`config.mk`:
```
export PLATFORM = sky130hd
export DESIGN_NAME = cubic_bezier_easing
export DESIGN_NICKNAME = d
export VERILOG_FILES = /design/src/hdl/cbe_pkg.sv /design/src/hdl/cbe_datapath.sv /design/src/hdl/cbe_ctrl.sv /design/src/hdl/cubic_bezier_easing.sv
export SDC_FILE = /design/constraint.sdc
export NUM_CORES = 2
export LEC_CHECK = 0
export ABC_AREA = 1
export BUFFER_PORTS_ARGS = -buffer_cell sky130_fd_sc_hd__buf_2
export CORE_AREA = 2 2 279 281
export CTS_CLUSTER_DIAMETER = 50
export DETAILED_ROUTE_END_ITERATION = 7
export DIE_AREA = 0 0 281 283
export PLACE_DENSITY = 0.81
export SYNTH_ARGS = -nofsm -noshare
export SYNTH_HDL_FRONTEND = slang
export SYNTH_SLANG_ARGS = --single-unit
```
`constraint.sdc`:
```
create_clock -name i_clk -period 9.15 [get_ports i_clk]
set_clock_uncertainty 0.05 [all_clocks]
set_input_delay 1.83 -clock i_clk [delete_from_list [all_inputs] [get_ports i_clk]]
set_output_delay 1.83 -clock i_clk [all_outputs]
set_load 0.02 [all_outputs]
```
`src/hdl/cbe_pkg.sv`:
```
// Shared types for the cubic Bezier easing block: states, operand selects, command and status.
package cbe_pkg;

    typedef enum logic [4:0] {
        S_IDLE,
        S_F0,
        S_F1,
        S_F2,
        S_F3,
        S_F4,
        S_F5,
        S_F6,
        S_CHK,
        S_Y0,
        S_Y1,
        S_Y2,
        S_Y3,
        S_Y4,
        S_Y5,
        S_Y6,
        S_Y7,
        S_DONE
    } t_state;

    typedef enum logic [2:0] {
        OPA_K0,
        OPA_K1,
        OPA_K2,
        OPA_P,
        OPA_T,
        OPA_R,
        OPA_T2
    } t_opa;

    typedef enum logic [2:0] {
        OPB_T,
        OPB_R,
        OPB_R2,
        OPB_C1Y3,
        OPB_C2Y3
    } t_opb;

    typedef enum logic [1:0] {
        ACC_HOLD,
        ACC_LOAD,
        ACC_ADD,
        ACC_ADD_SUB_X
    } t_acc_op;

    typedef struct packed {
        logic    load;
        t_opa    mul_a;
        t_opb    mul_b;
        t_acc_op acc_op;
        logic    save_t2;
        logic    save_r2;
        logic    load_r;
        logic    step_t;
        logic    finish;
    } t_dp_cmd;

    typedef struct packed {
        logic linear_in;
        logic near_root;
    } t_dp_status;

endpackage

```
`src/hdl/cbe_datapath.sv`:
```
// Datapath of the easing block: operand registers, shared multiplier, accumulator, saturation.
module cbe_datapath #(
    parameter int FRACTION_BITS = 16
) (
    input  logic                i_clk,
    input  cbe_pkg::t_dp_cmd    i_cmd,
    input  logic [16:0]         i_x_frac,
    input  logic [6:0]          i_ctrl1_x,
    input  logic [6:0]          i_ctrl1_y,
    input  logic [6:0]          i_ctrl2_x,
    input  logic [6:0]          i_ctrl2_y,
    output cbe_pkg::t_dp_status o_status,
    output logic [16:0]         o_y_frac,
    output logic                o_clipped
);

    localparam int MW = FRACTION_BITS + 8;
    localparam int AW = FRACTION_BITS + 12;
    localparam int PW = 2 * MW;

    localparam logic signed [MW-1:0] ONE_M = MW'(1) << FRACTION_BITS;
    localparam logic signed [AW-1:0] ONE_A = AW'(1) << FRACTION_BITS;
    localparam logic signed [AW-1:0] T_MAX = ONE_A <<< 2;
    localparam logic signed [AW-1:0] T_MIN = -T_MAX;
    localparam logic signed [AW-1:0] EPS   = AW'((33 << FRACTION_BITS) >> 16);

    function automatic logic signed [MW-1:0] coord(input logic [6:0] code);
        logic [MW-1:0] res;
        logic [2:0]    k;
        res = '0;
        k   = 3'd6;
        for (int j = FRACTION_BITS - 1; j >= 0; j--) begin
            res[j] = code[k];
            k      = (k == 3'd0) ? 3'd6 : k - 3'd1;
        end
        if (code == 7'd127) begin
            res = ONE_M;
        end
        return $signed(res);
    endfunction

    logic signed [MW-1:0] r_k0, r_k1, r_k2, r_c1y3, r_c2y3;
    logic signed [MW-1:0] r_t, r_r, r_t2, r_r2;
    logic signed [AW-1:0] r_x, r_p, r_acc;
    logic                 r_linear;
    logic [16:0]          r_y;
    logic                 r_clip;

    logic signed [MW-1:0] w_c1x, w_c1y, w_c2x, w_c2y;
    logic signed [MW-1:0] w_c1x3, w_c2x3;
    logic signed [AW-1:0] w_xin, w_x;
    logic signed [MW-1:0] w_a, w_b;
    logic signed [PW-1:0] w_prod;
    logic signed [AW-1:0] w_fl;
    logic signed [MW-1:0] w_p_op;
    logic signed [AW-1:0] w_tn;

    assign w_c1x  = coord(i_ctrl1_x);
    assign w_c1y  = coord(i_ctrl1_y);
    assign w_c2x  = coord(i_ctrl2_x);
    assign w_c2y  = coord(i_ctrl2_y);
    assign w_c1x3 = (w_c1x <<< 1) + w_c1x;
    assign w_c2x3 = (w_c2x <<< 1) + w_c2x;
    assign w_xin  = $signed({{(AW - 17){1'b0}}, i_x_frac});
    assign w_x    = (w_xin > ONE_A) ? ONE_A : w_xin;

    assign w_p_op = r_p[MW-1:0];

    always_comb begin
        unique case (i_cmd.mul_a)
            cbe_pkg::OPA_K0: w_a = r_k0;
            cbe_pkg::OPA_K1: w_a = r_k1;
            cbe_pkg::OPA_K2: w_a = r_k2;
            cbe_pkg::OPA_P:  w_a = w_p_op;
            cbe_pkg::OPA_T:  w_a = r_t;
            cbe_pkg::OPA_R:  w_a = r_r;
            cbe_pkg::OPA_T2: w_a = r_t2;
            default:         w_a = r_t;
        endcase
        unique case (i_cmd.mul_b)
            cbe_pkg::OPB_T:    w_b = r_t;
            cbe_pkg::OPB_R:    w_b = r_r;
            cbe_pkg::OPB_R2:   w_b = r_r2;
            cbe_pkg::OPB_C1Y3: w_b = r_c1y3;
            cbe_pkg::OPB_C2Y3: w_b = r_c2y3;
            default:           w_b = r_t;
        endcase
    end

    assign w_prod = w_a * w_b;
    assign w_fl   = $signed(w_prod[FRACTION_BITS+AW-1:FRACTION_BITS]);

    always_comb begin
        w_tn = $signed({{(AW - MW){r_t[MW-1]}}, r_t}) - (r_acc >>> 1);
        if (w_tn > T_MAX) begin
            w_tn = T_MAX;
        end else if (w_tn < T_MIN) begin
            w_tn = T_MIN;
        end
    end

    always_ff @(posedge i_clk) begin
        r_p <= w_fl;
        if (i_cmd.load) begin
            r_x      <= w_x;
            r_t      <= w_x[MW-1:0];
            r_k0     <= ONE_M + w_c1x3 - w_c2x3;
            r_k1     <= w_c2x3 - (w_c1x3 <<< 1);
            r_k2     <= w_c1x3;
            r_c1y3   <= (w_c1y <<< 1) + w_c1y;
            r_c2y3   <= (w_c2y <<< 1) + w_c2y;
            r_linear <= o_status.linear_in;
        end else if (i_cmd.step_t) begin
            r_t <= w_tn[MW-1:0];
        end
        unique case (i_cmd.acc_op)
            cbe_pkg::ACC_HOLD:      r_acc <= r_acc;
            cbe_pkg::ACC_LOAD:      r_acc <= r_p;
            cbe_pkg::ACC_ADD:       r_acc <= r_acc + r_p;
            cbe_pkg::ACC_ADD_SUB_X: r_acc <= r_acc + r_p - r_x;
            default:                r_acc <= r_acc;
        endcase
        if (i_cmd.load_r) begin
            r_r <= ONE_M - r_t;
        end
        if (i_cmd.save_t2) begin
            r_t2 <= w_p_op;
        end
        if (i_cmd.save_r2) begin
            r_r2 <= w_p_op;
        end
        if (i_cmd.finish) begin
            if (r_linear) begin
                r_y    <= r_x[16:0];
                r_clip <= 1'b0;
            end else if (r_acc < 0) begin
                r_y    <= '0;
                r_clip <= 1'b1;
            end else if (r_acc > ONE_A) begin
                r_y    <= ONE_A[16:0];
                r_clip <= 1'b1;
            end else begin
                r_y    <= r_acc[16:0];
                r_clip <= 1'b0;
            end
        end
    end

    assign o_status.linear_in = (i_ctrl1_x == i_ctrl1_y) && (i_ctrl2_x == i_ctrl2_y);
    assign o_status.near_root = (r_acc < EPS) && (r_acc > -EPS);
    assign o_y_frac           = r_y;
    assign o_clipped          = r_clip;

endmodule

```
`src/hdl/cbe_ctrl.sv`:
```
// Controller of the easing block: sequencing of the Newton steps and the y evaluation.
module cbe_ctrl #(
    parameter int MAX_ITERATIONS = 12
) (
    input  logic                i_clk,
    input  logic                i_rst_n,
    input  logic                i_s_valid,
    input  logic                i_m_ready,
    input  cbe_pkg::t_dp_status i_status,
    output cbe_pkg::t_dp_cmd    o_cmd,
    output logic                o_s_ready,
    output logic                o_m_valid
);

    localparam int CW = (MAX_ITERATIONS > 1) ? $clog2(MAX_ITERATIONS) : 1;
    localparam logic [CW-1:0] CNT_LAST = CW'(MAX_ITERATIONS - 1);

    cbe_pkg::t_state r_state, n_state;
    logic [CW-1:0]   r_cnt, n_cnt;
    logic            r_m_valid, n_m_valid;

    always_ff @(posedge i_clk) begin
        if (!i_rst_n) begin
            r_state   <= cbe_pkg::S_IDLE;
            r_cnt     <= '0;
            r_m_valid <= 1'b0;
        end else begin
            r_state   <= n_state;
            r_cnt     <= n_cnt;
            r_m_valid <= n_m_valid;
        end
    end

    always_comb begin
        n_state      = r_state;
        n_cnt        = r_cnt;
        o_cmd        = '0;
        o_cmd.mul_a  = cbe_pkg::OPA_T;
        o_cmd.mul_b  = cbe_pkg::OPB_T;
        o_cmd.acc_op = cbe_pkg::ACC_HOLD;
        o_s_ready    = 1'b0;
        unique case (r_state)
            cbe_pkg::S_IDLE: begin
                o_s_ready = 1'b1;
                if (i_s_valid) begin
                    o_cmd.load = 1'b1;
                    n_cnt      = '0;
                    n_state    = i_status.linear_in ? cbe_pkg::S_DONE : cbe_pkg::S_F0;
                end
            end
            cbe_pkg::S_F0: begin
                o_cmd.mul_a = cbe_pkg::OPA_K0;
                n_state     = cbe_pkg::S_F1;
            end
            cbe_pkg::S_F1: begin
                o_cmd.mul_a = cbe_pkg::OPA_P;
                n_state     = cbe_pkg::S_F2;
            end
            cbe_pkg::S_F2: begin
                o_cmd.mul_a = cbe_pkg::OPA_P;
                n_state     = cbe_pkg::S_F3;
            end
            cbe_pkg::S_F3: begin
                o_cmd.acc_op = cbe_pkg::ACC_LOAD;
                o_cmd.mul_a  = cbe_pkg::OPA_K1;
                n_state      = cbe_pkg::S_F4;
            end
            cbe_pkg::S_F4: begin
                o_cmd.mul_a = cbe_pkg::OPA_P;
                n_state     = cbe_pkg::S_F5;
            end
            cbe_pkg::S_F5: begin
                o_cmd.acc_op = cbe_pkg::ACC_ADD;
                o_cmd.mul_a  = cbe_pkg::OPA_K2;
                n_state      = cbe_pkg::S_F6;
            end
            cbe_pkg::S_F6: begin
                o_cmd.acc_op = cbe_pkg::ACC_ADD_SUB_X;
                n_state      = cbe_pkg::S_CHK;
            end
            cbe_pkg::S_CHK: begin
                if (i_status.near_root) begin
                    n_state = cbe_pkg::S_Y0;
                end else begin
                    o_cmd.step_t = 1'b1;
                    if (r_cnt == CNT_LAST) begin
                        n_state = cbe_pkg::S_Y0;
                    end else begin
                        n_cnt   = r_cnt + 1'b1;
                        n_state = cbe_pkg::S_F0;
                    end
                end
            end
            cbe_pkg::S_Y0: begin
                o_cmd.load_r = 1'b1;
                n_state      = cbe_pkg::S_Y1;
            end
            cbe_pkg::S_Y1: begin
                o_cmd.save_t2 = 1'b1;
                o_cmd.mul_a   = cbe_pkg::OPA_R;
                o_cmd.mul_b   = cbe_pkg::OPB_R;
                n_state       = cbe_pkg::S_Y2;
            end
            cbe_pkg::S_Y2: begin
                o_cmd.save_r2 = 1'b1;
                o_cmd.mul_a   = cbe_pkg::OPA_T2;
                n_state       = cbe_pkg::S_Y3;
            end
            cbe_pkg::S_Y3: begin
                o_cmd.acc_op = cbe_pkg::ACC_LOAD;
                o_cmd.mul_a  = cbe_pkg::OPA_T2;
                o_cmd.mul_b  = cbe_pkg::OPB_R;
                n_state      = cbe_pkg::S_Y4;
            end
            cbe_pkg::S_Y4: begin
                o_cmd.mul_a = cbe_pkg::OPA_P;
                o_cmd.mul_b = cbe_pkg::OPB_C2Y3;
                n_state     = cbe_pkg::S_Y5;
            end
            cbe_pkg::S_Y5: begin
                o_cmd.acc_op = cbe_pkg::ACC_ADD;
                o_cmd.mul_b  = cbe_pkg::OPB_R2;
                n_state      = cbe_pkg::S_Y6;
            end
            cbe_pkg::S_Y6: begin
                o_cmd.mul_a = cbe_pkg::OPA_P;
                o_cmd.mul_b = cbe_pkg::OPB_C1Y3;
                n_state     = cbe_pkg::S_Y7;
            end
            cbe_pkg::S_Y7: begin
                o_cmd.acc_op = cbe_pkg::ACC_ADD;
                n_state      = cbe_pkg::S_DONE;
            end
            cbe_pkg::S_DONE: begin
                if (!r_m_valid || i_m_ready) begin
                    o_cmd.finish = 1'b1;
                    n_state      = cbe_pkg::S_IDLE;
                end
            end
            default: begin
                n_state = cbe_pkg::S_IDLE;
            end
        endcase
    end

    always_comb begin
        priority if (o_cmd.finish) begin
            n_m_valid = 1'b1;
        end else if (i_m_ready) begin
            n_m_valid = 1'b0;
        end else begin
            n_m_valid = r_m_valid;
        end
    end

    assign o_m_valid = r_m_valid;

endmodule

```
`src/hdl/cubic_bezier_easing.sv`:
```
// Top level of the cubic Bezier easing block: stream ports, controller and datapath.
//
//   channel   direction  fields
//   s_axis    in         tdata: x_frac, ctrl1_x, ctrl1_y, ctrl2_x, ctrl2_y
//   m_axis    out        tdata: y_frac   tuser: clipped
//
// A linear curve goes from the request straight to the result; otherwise the block makes n
// passes through the correction loop (1..MAX_ITERATIONS) and then evaluates y.
// The single shared multiplier gives one product per cycle: 6 per pass, 7 for y.
// Reset clears the controller and the output valid; the datapath registers are not reset.
// A result waiting on m_axis stalls only the final write; the next request is taken after it.
module cubic_bezier_easing #(
    parameter int MAX_ITERATIONS = 12,
    parameter int FRACTION_BITS  = 16
) (
    input  logic        i_clk,
    input  logic        i_rst_n,
    input  logic        s_axis_tvalid,
    output logic        s_axis_tready,
    input  logic [47:0] s_axis_tdata,  // x_frac[16:0], ctrl1_x, ctrl1_y, ctrl2_x, ctrl2_y, pad
    output logic        m_axis_tvalid,
    input  logic        m_axis_tready,
    output logic [23:0] m_axis_tdata,  // y_frac[16:0], pad
    output logic        m_axis_tuser   // clipped
);

    cbe_pkg::t_dp_cmd    w_cmd;
    cbe_pkg::t_dp_status w_status;
    logic [16:0]         w_y_frac;

    cbe_ctrl #(
        .MAX_ITERATIONS(MAX_ITERATIONS)
    ) u_ctrl (
        .i_clk    (i_clk),
        .i_rst_n  (i_rst_n),
        .i_s_valid(s_axis_tvalid),
        .i_m_ready(m_axis_tready),
        .i_status (w_status),
        .o_cmd    (w_cmd),
        .o_s_ready(s_axis_tready),
        .o_m_valid(m_axis_tvalid)
    );

    cbe_datapath #(
        .FRACTION_BITS(FRACTION_BITS)
    ) u_datapath (
        .i_clk    (i_clk),
        .i_cmd    (w_cmd),
        .i_x_frac (s_axis_tdata[16:0]),
        .i_ctrl1_x(s_axis_tdata[23:17]),
        .i_ctrl1_y(s_axis_tdata[30:24]),
        .i_ctrl2_x(s_axis_tdata[37:31]),
        .i_ctrl2_y(s_axis_tdata[44:38]),
        .o_status (w_status),
        .o_y_frac (w_y_frac),
        .o_clipped(m_axis_tuser)
    );

    assign m_axis_tdata = {7'b0, w_y_frac};

endmodule

```
-- Word level (Yosys, flattened, before mapping)
Index checks and enable logic that the tools add are counted.
- memories: 0
- flip-flop bits (word level): 329
- memory bits (writable): 0
- memory bits (read-only): 0
- bits in latches: 0
- input bits: 52
- equality and inequality tests: 40
- div/mod/pow operators: 0
- shift-type cells: 0
- multipliers: 1
- mux-type cells: 42
- order comparisons: 7
- add/sub/neg operators: 12
- bitwise gates (word level): 0
- reductions and logical operators: 17
- operators by type and width (kind ; number):
    case mux 24 bit (6 select lines) ; 1
    two-way mux 17 bit ; 8
    two-way mux 24 bit ; 4
    case mux 24 bit (4 select lines) ; 1
    case mux 5 bit (18 select lines) ; 1
    case mux 28 bit (3 select lines) ; 1
    adder 24 bit ; 3
    subtractor 24 bit ; 2
    multiplier 24 x 24 -> 44 bit ; 1
    == test 5 x 4 -> 1 bit (second input constant) ; 8
    adder 28 bit ; 1
    == test 7 bit (second input constant) ; 4
    greater-than comparator 28 x 18 -> 1 bit (second input constant) ; 1
    greater-than comparator 28 x 20 -> 1 bit (second input constant) ; 1
    greater-than comparator 28 x 7 -> 1 bit (second input constant) ; 1
    < comparator 28 x 1 -> 1 bit (second input constant) ; 1
    < comparator 28 x 19 -> 1 bit (second input constant) ; 1
    < comparator 28 x 7 -> 1 bit (second input constant) ; 1
    subtractor 24 x 27 -> 28 bit ; 1
    subtractor 28 bit ; 1
    adder 18 x 24 -> 24 bit (first input constant) ; 1
    subtractor 18 x 24 -> 24 bit (first input constant) ; 1
    == test 5 x 3 -> 1 bit (second input constant) ; 4
    two-way mux 4 bit ; 5
    other kinds (33) ; 65

-- Depth between registers and ports, before layout
- depth after elaboration: 6
- gate-level depth with buffers: 42

-- Modules after synthesis
Synthesis repeated with hierarchy kept, for this count alone.
- cells, all modules: 5279
- area total of the unflattened synthesis: 42299.3 µm²
- by module, submodules not included (module ; area each (µm²) ; sequential area each (µm²) ; cells each ; instances):
    cbe_datapath ; 41448.5 ; 8518.2 ; 5132 ; 1
    cbe_ctrl ; 794.5 ; 200.2 ; 139 ; 1
    cubic_bezier_easing ; 56.3 ; 0.0 ; 8 ; 1

-- Least setup slack after synthesis
Ideal clock, no wire load.
- path type: reg-to-reg
- start: register u_ctrl.r_state[3]
- end: register u_datapath.r_p[27]
- library setup time: 0.112 ns
- slack: 1.481 ns
- data arrival time: 7.507 ns
- stages on the path, launching flop included: 35
- cells stage by stage: dfxtp_1 inv_2 nor2_2 nand3_4 nand2_8 inv_4 buf_6 nand2_1 nand2_2 clkinv_1 clkbuf_1 nand2_1 fa_1 inv_1 fa_1 inv_1 fa_1 inv_1 fa_1 fa_1 fa_1 inv_1 fa_1 inv_1 ha_1 a21oi_1 inv_1 a21oi_1 inv_1 a21oi_1 o2111ai_1 a21oi_1 inv_1 nand2_1 nand2_1
- word-level cells in the longest chain between the ends: 6
- ends and longest elaborated chain (what ; line ; RTL):
    from (decl) ; cbe_ctrl.sv:18 ; cbe_pkg::t_state r_state, n_state;
    from (signal assigned) ; cbe_ctrl.sv:24 ; r_state <= cbe_pkg::S_IDLE;
    from (signal assigned) ; cbe_ctrl.sv:28 ; r_state <= n_state;
    == test 5 x 2 -> 1 bit, or another cell as far along ; cbe_ctrl.sv:42 ; unique case (r_state)
    OR reduction 5 bit (no line) / OR reduction 2 bit (equally long branches) ; - ;
    case mux 3 bit (6 select lines) / case mux 3 bit (4 select lines) (equally long branches) ; cbe_ctrl.sv:42 ;
    == test 3 bit, or another cell as far along ; cbe_datapath.sv:70 ; unique case (i_cmd.mul_a)
    case mux 24 bit (6 select lines) / case mux 24 bit (4 select lines) (equally long branches) ; cbe_datapath.sv:70, cbe_datapath.sv:80 ;
    multiplier 24 x 24 -> 44 bit * ; cbe_datapath.sv:90 ; assign w_prod = w_a * w_b;
    via u_datapath.w_prod[43] ; cbe_datapath.sv:53 ; logic signed [PW-1:0] w_prod;
    to (signal assigned) ; cbe_datapath.sv:103 ; r_p <= w_fl;
    to (decl) ; cbe_datapath.sv:44 ; logic signed [AW-1:0] r_x, r_p, r_acc;
Mark *: on every way through the listed nets, which the timed path passes. The rest lies on a longest branch.
A chain may end at the register's enable or synchronous reset.

-- Worst setup path in the final report
- start: register u_ctrl.r_state[0]
- end: register u_datapath.r_p[26]
The elaborated chain is that of the path after synthesis.

==> run metrics <==
Initial Util=54.51%; crit path max-delay cell type=fa_1; Die W=281 µm; final hold viol count=0; largest family of logic cells by synthesized area=adder cells; CP max stage delay=0.58 ns; I/O pin count=79; clock buffer depth=3; leading cell types by count after synthesis=inv_1 (1,084), nand2_1 (1,001), fa_1 (575); clock slew at reported path FFs=0.06 ns; synth unique cells=68; post-route ant nets=0; Buf+Inv Stages, Crit Path=7; status=finished clean; CP startpoint kind=register; post-DR vias/cell=5.798; Worst EP required=9.58 ns; Slew Limit Fails=0; FF-to-FF path depth=30; Post-synth EDFFs=265; FF+latch count, synth=303; DR WL/cell=20.96 µm; WP depth=30; Synth area leader=fa_1; Post-Synth XOR/XNOR Area=4.043%; largest net degree at the start of global routing=82; share of layout cells above drive strength 1=6.926%; Synth top area share=27.53%; minimum clock period=8.890 ns; multiplexer share of the synthesized area=0%; core area=76,700 µm²; Hold Crit Class=reg2reg; Simple-Gate Fraction of Synth Area=18.30%; RSZ-0062 raised after global routing=false; Area Growth Syn to Fin=7.643%; Initial DRC Count=4,010; post-synthesis sequential area ratio=20.85%; total grt overflow=0; CTS tree=done; Post-CTS Setup Inserts=0; final std cells w/o fill=6,257; vias in the first global route=36,258; CP Launch Point=u_ctrl.r_state[0]; Post-synth ARST share=0%; Max FO, Critical Path=16; Crit Reg-Reg Endpoint=u_datapath.r_p[26]; fin crit share=97.16%; Post-Synth Adder-Cell Area=35.94%; global-route wire length before repair=202,000 µm; Worst slew margin=21.90%; Syn Inst Count=5,073; crit path to=u_datapath.r_p[26]; setup_tns=0 ns; cell with the most instances after synthesis=inv_1; synth warn=0; Chip Height=283 µm; FF-to-FF Start=u_ctrl.r_state[0]; CP Capture Type=register; H-Tree Depth=2; top cells by area, synth=fa_1 (28%), edfxtp_1 (19%), inv_1 (9.7%); Placement Rows=102; final setup vio count=0; post-synthesis compound-gate area fraction=9.256%; hpwl dp=106,700 µm; final wirelength=131,100 µm; drt drc=0; Tot GR Track Use=33.37%; nets@finish=6,092; Syn Area/Cell=8.242 µm²; input/output buffers=68; Via Count=36,281; CP top delay family=adder cells; initial antenna violation count=5; Max Fclk=0.1125 GHz; Max Cap Viol=0; synthesized area=41,810 µm²; R2R setup slack=0.26 ns; # clock sinks=303; CP arrival=9.32 ns; Skew-Pair Late Insertion Delay=0.58 ns; Root Driver=clkbuf_16; CP most frequent cell=fa_1; Finished Core Util=58.68%; 1st-pass router iterations=6; Primary FF master, synth=edfxtp_1; measured slew at the worst slew-check pin=1.170 ns; gpl congestion=1.029; Die ar.=79,520 µm²; CTS Buf Count=37; # placed instances=6,185; WS Path Type=reg2reg
==> worst min-delay path by stage <==
stage | end | slack [ns] | start | cells after the start
3_5_place_dp | u_ctrl.r_cnt[2] | 0.44 | u_ctrl.r_cnt[2] | 2
6_report | u_ctrl.r_cnt[2] | 0.44 | u_ctrl.r_cnt[2] | 2
3_3_place_gp | u_ctrl.r_cnt[1] | 0.43 | u_ctrl.r_cnt[1] | 2
5_1_grt | u_ctrl.r_cnt[0] | 0.48 | u_ctrl.r_cnt[0] | 2
4_1_cts | u_ctrl.r_cnt[2] | 0.44 | u_ctrl.r_cnt[2] | 2
2_1_floorplan | u_ctrl.r_cnt[2] | 0.41 | u_ctrl.r_cnt[2] | 2
==> cell usage in the layout (no fill, tap or decap), drive strengths merged, types with 6 or more instances in the layout <==
master  count
nor2      524
o31ai       7
a211oi      6
xor2      136
nand3b      7
o21bai     18
a21o       12
o22ai      15
dfxtp      38
o221ai      6
buf       187
a31oi      19
inv      1121
edfxtp    265
o211ai     10
clkbuf     45
xnor2      57
ha        281
o21ai     165
nand3     157
conb        7
clkinv     17
a221oi     18
nor3       48
a21boi     12
nand4      62
a22oi      46
a221o       8
a21oi     250
o21a       23
nor4       15
fa        575
nand2    1020
==> tightest hold or removal path: stages, from the launching register on <==
cell and delay [ns]:
dfxtp_1 0.30, inv_1 0.08, a21oi_1 0.06
==> stage by stage <==
step | hold slack [ns] | worst slack, ns | area (µm²)
detailed placement | 0.4357 | 0.4478 | 43770
CTS | 0.4444 | 0.3574 | 44990
floorplan | 0.4081 | 1.481 | 41830
finish | 0.4431 | 0.2599 | 45010
global placement | 0.4252 | 0.4580 | 43770
global route | 0.4793 | 0.01614 | 45000
==> logic make-up (layout without fill, tap and decap cells) <==
family / after synthesis / after routing
AOI/OAI and AO/OA: 632 / 632
xor gates and xnor gates: 193 / 193
adders and majority gates: 856 / 856
buffers and inverters: 1244 / 1377
DFF: 303 / 303
other: 1 / 12
and+or+nand+nor: 1844 / 1844
==> area by class of cell <==
cell class	instances	area [µm²]
multi-input cells	3532	28290
fillers	6659	31700
clock buffers	45	975.9
clock inverters	22	239.0
flip-flops and latches	303	8718
inverters	1123	4222
repair buffers	187	1246
well taps	1040	1301
diodes	5	12.51
==> layer usage <==
| layer | up-vias | wire (µm) | track usage (%) |
|---|---|---|---|
| li1 | 16066 | - | - |
| met1 | 17488 | 48270 | 42.85 |
| met2 | 2215 | 57600 | 51.08 |
| met3 | 510 | 15420 | 7.685 |
| met4 | 2 | 9826 | 20.84 |
| met5 | - | 11 | 0 |
==> what timing repair did <==
| action | in CTS | in global routing |
|---|---|---|
| gates resized for setup | 0 | 3 |
| setup endpoints to repair | 0 | 3 |
| hold buffers | 0 | 0 |
==> registers in the layout (all words and copies together) (netlist names) <==
register and flops:
u_datapath.r_k2 19, u_datapath.o_clipped 1, u_datapath.o_y_frac 17, u_ctrl.o_m_valid 1, u_datapath.r_acc 28, u_datapath.r_t 24
u_datapath.r_r2 24, u_ctrl.r_cnt 4, u_datapath.r_t2 24, u_datapath.r_x 17, u_datapath.r_k1 24, u_ctrl.r_state 5
u_datapath.r_p 28, u_datapath.r_linear 1, u_datapath.r_k0 24, u_datapath.r_c2y3 19, u_datapath.r_r 24, u_datapath.r_c1y3 19
Power is not shown: default switching activity piles up to over one toggle a cycle in this logic, so the estimate is an artifact.
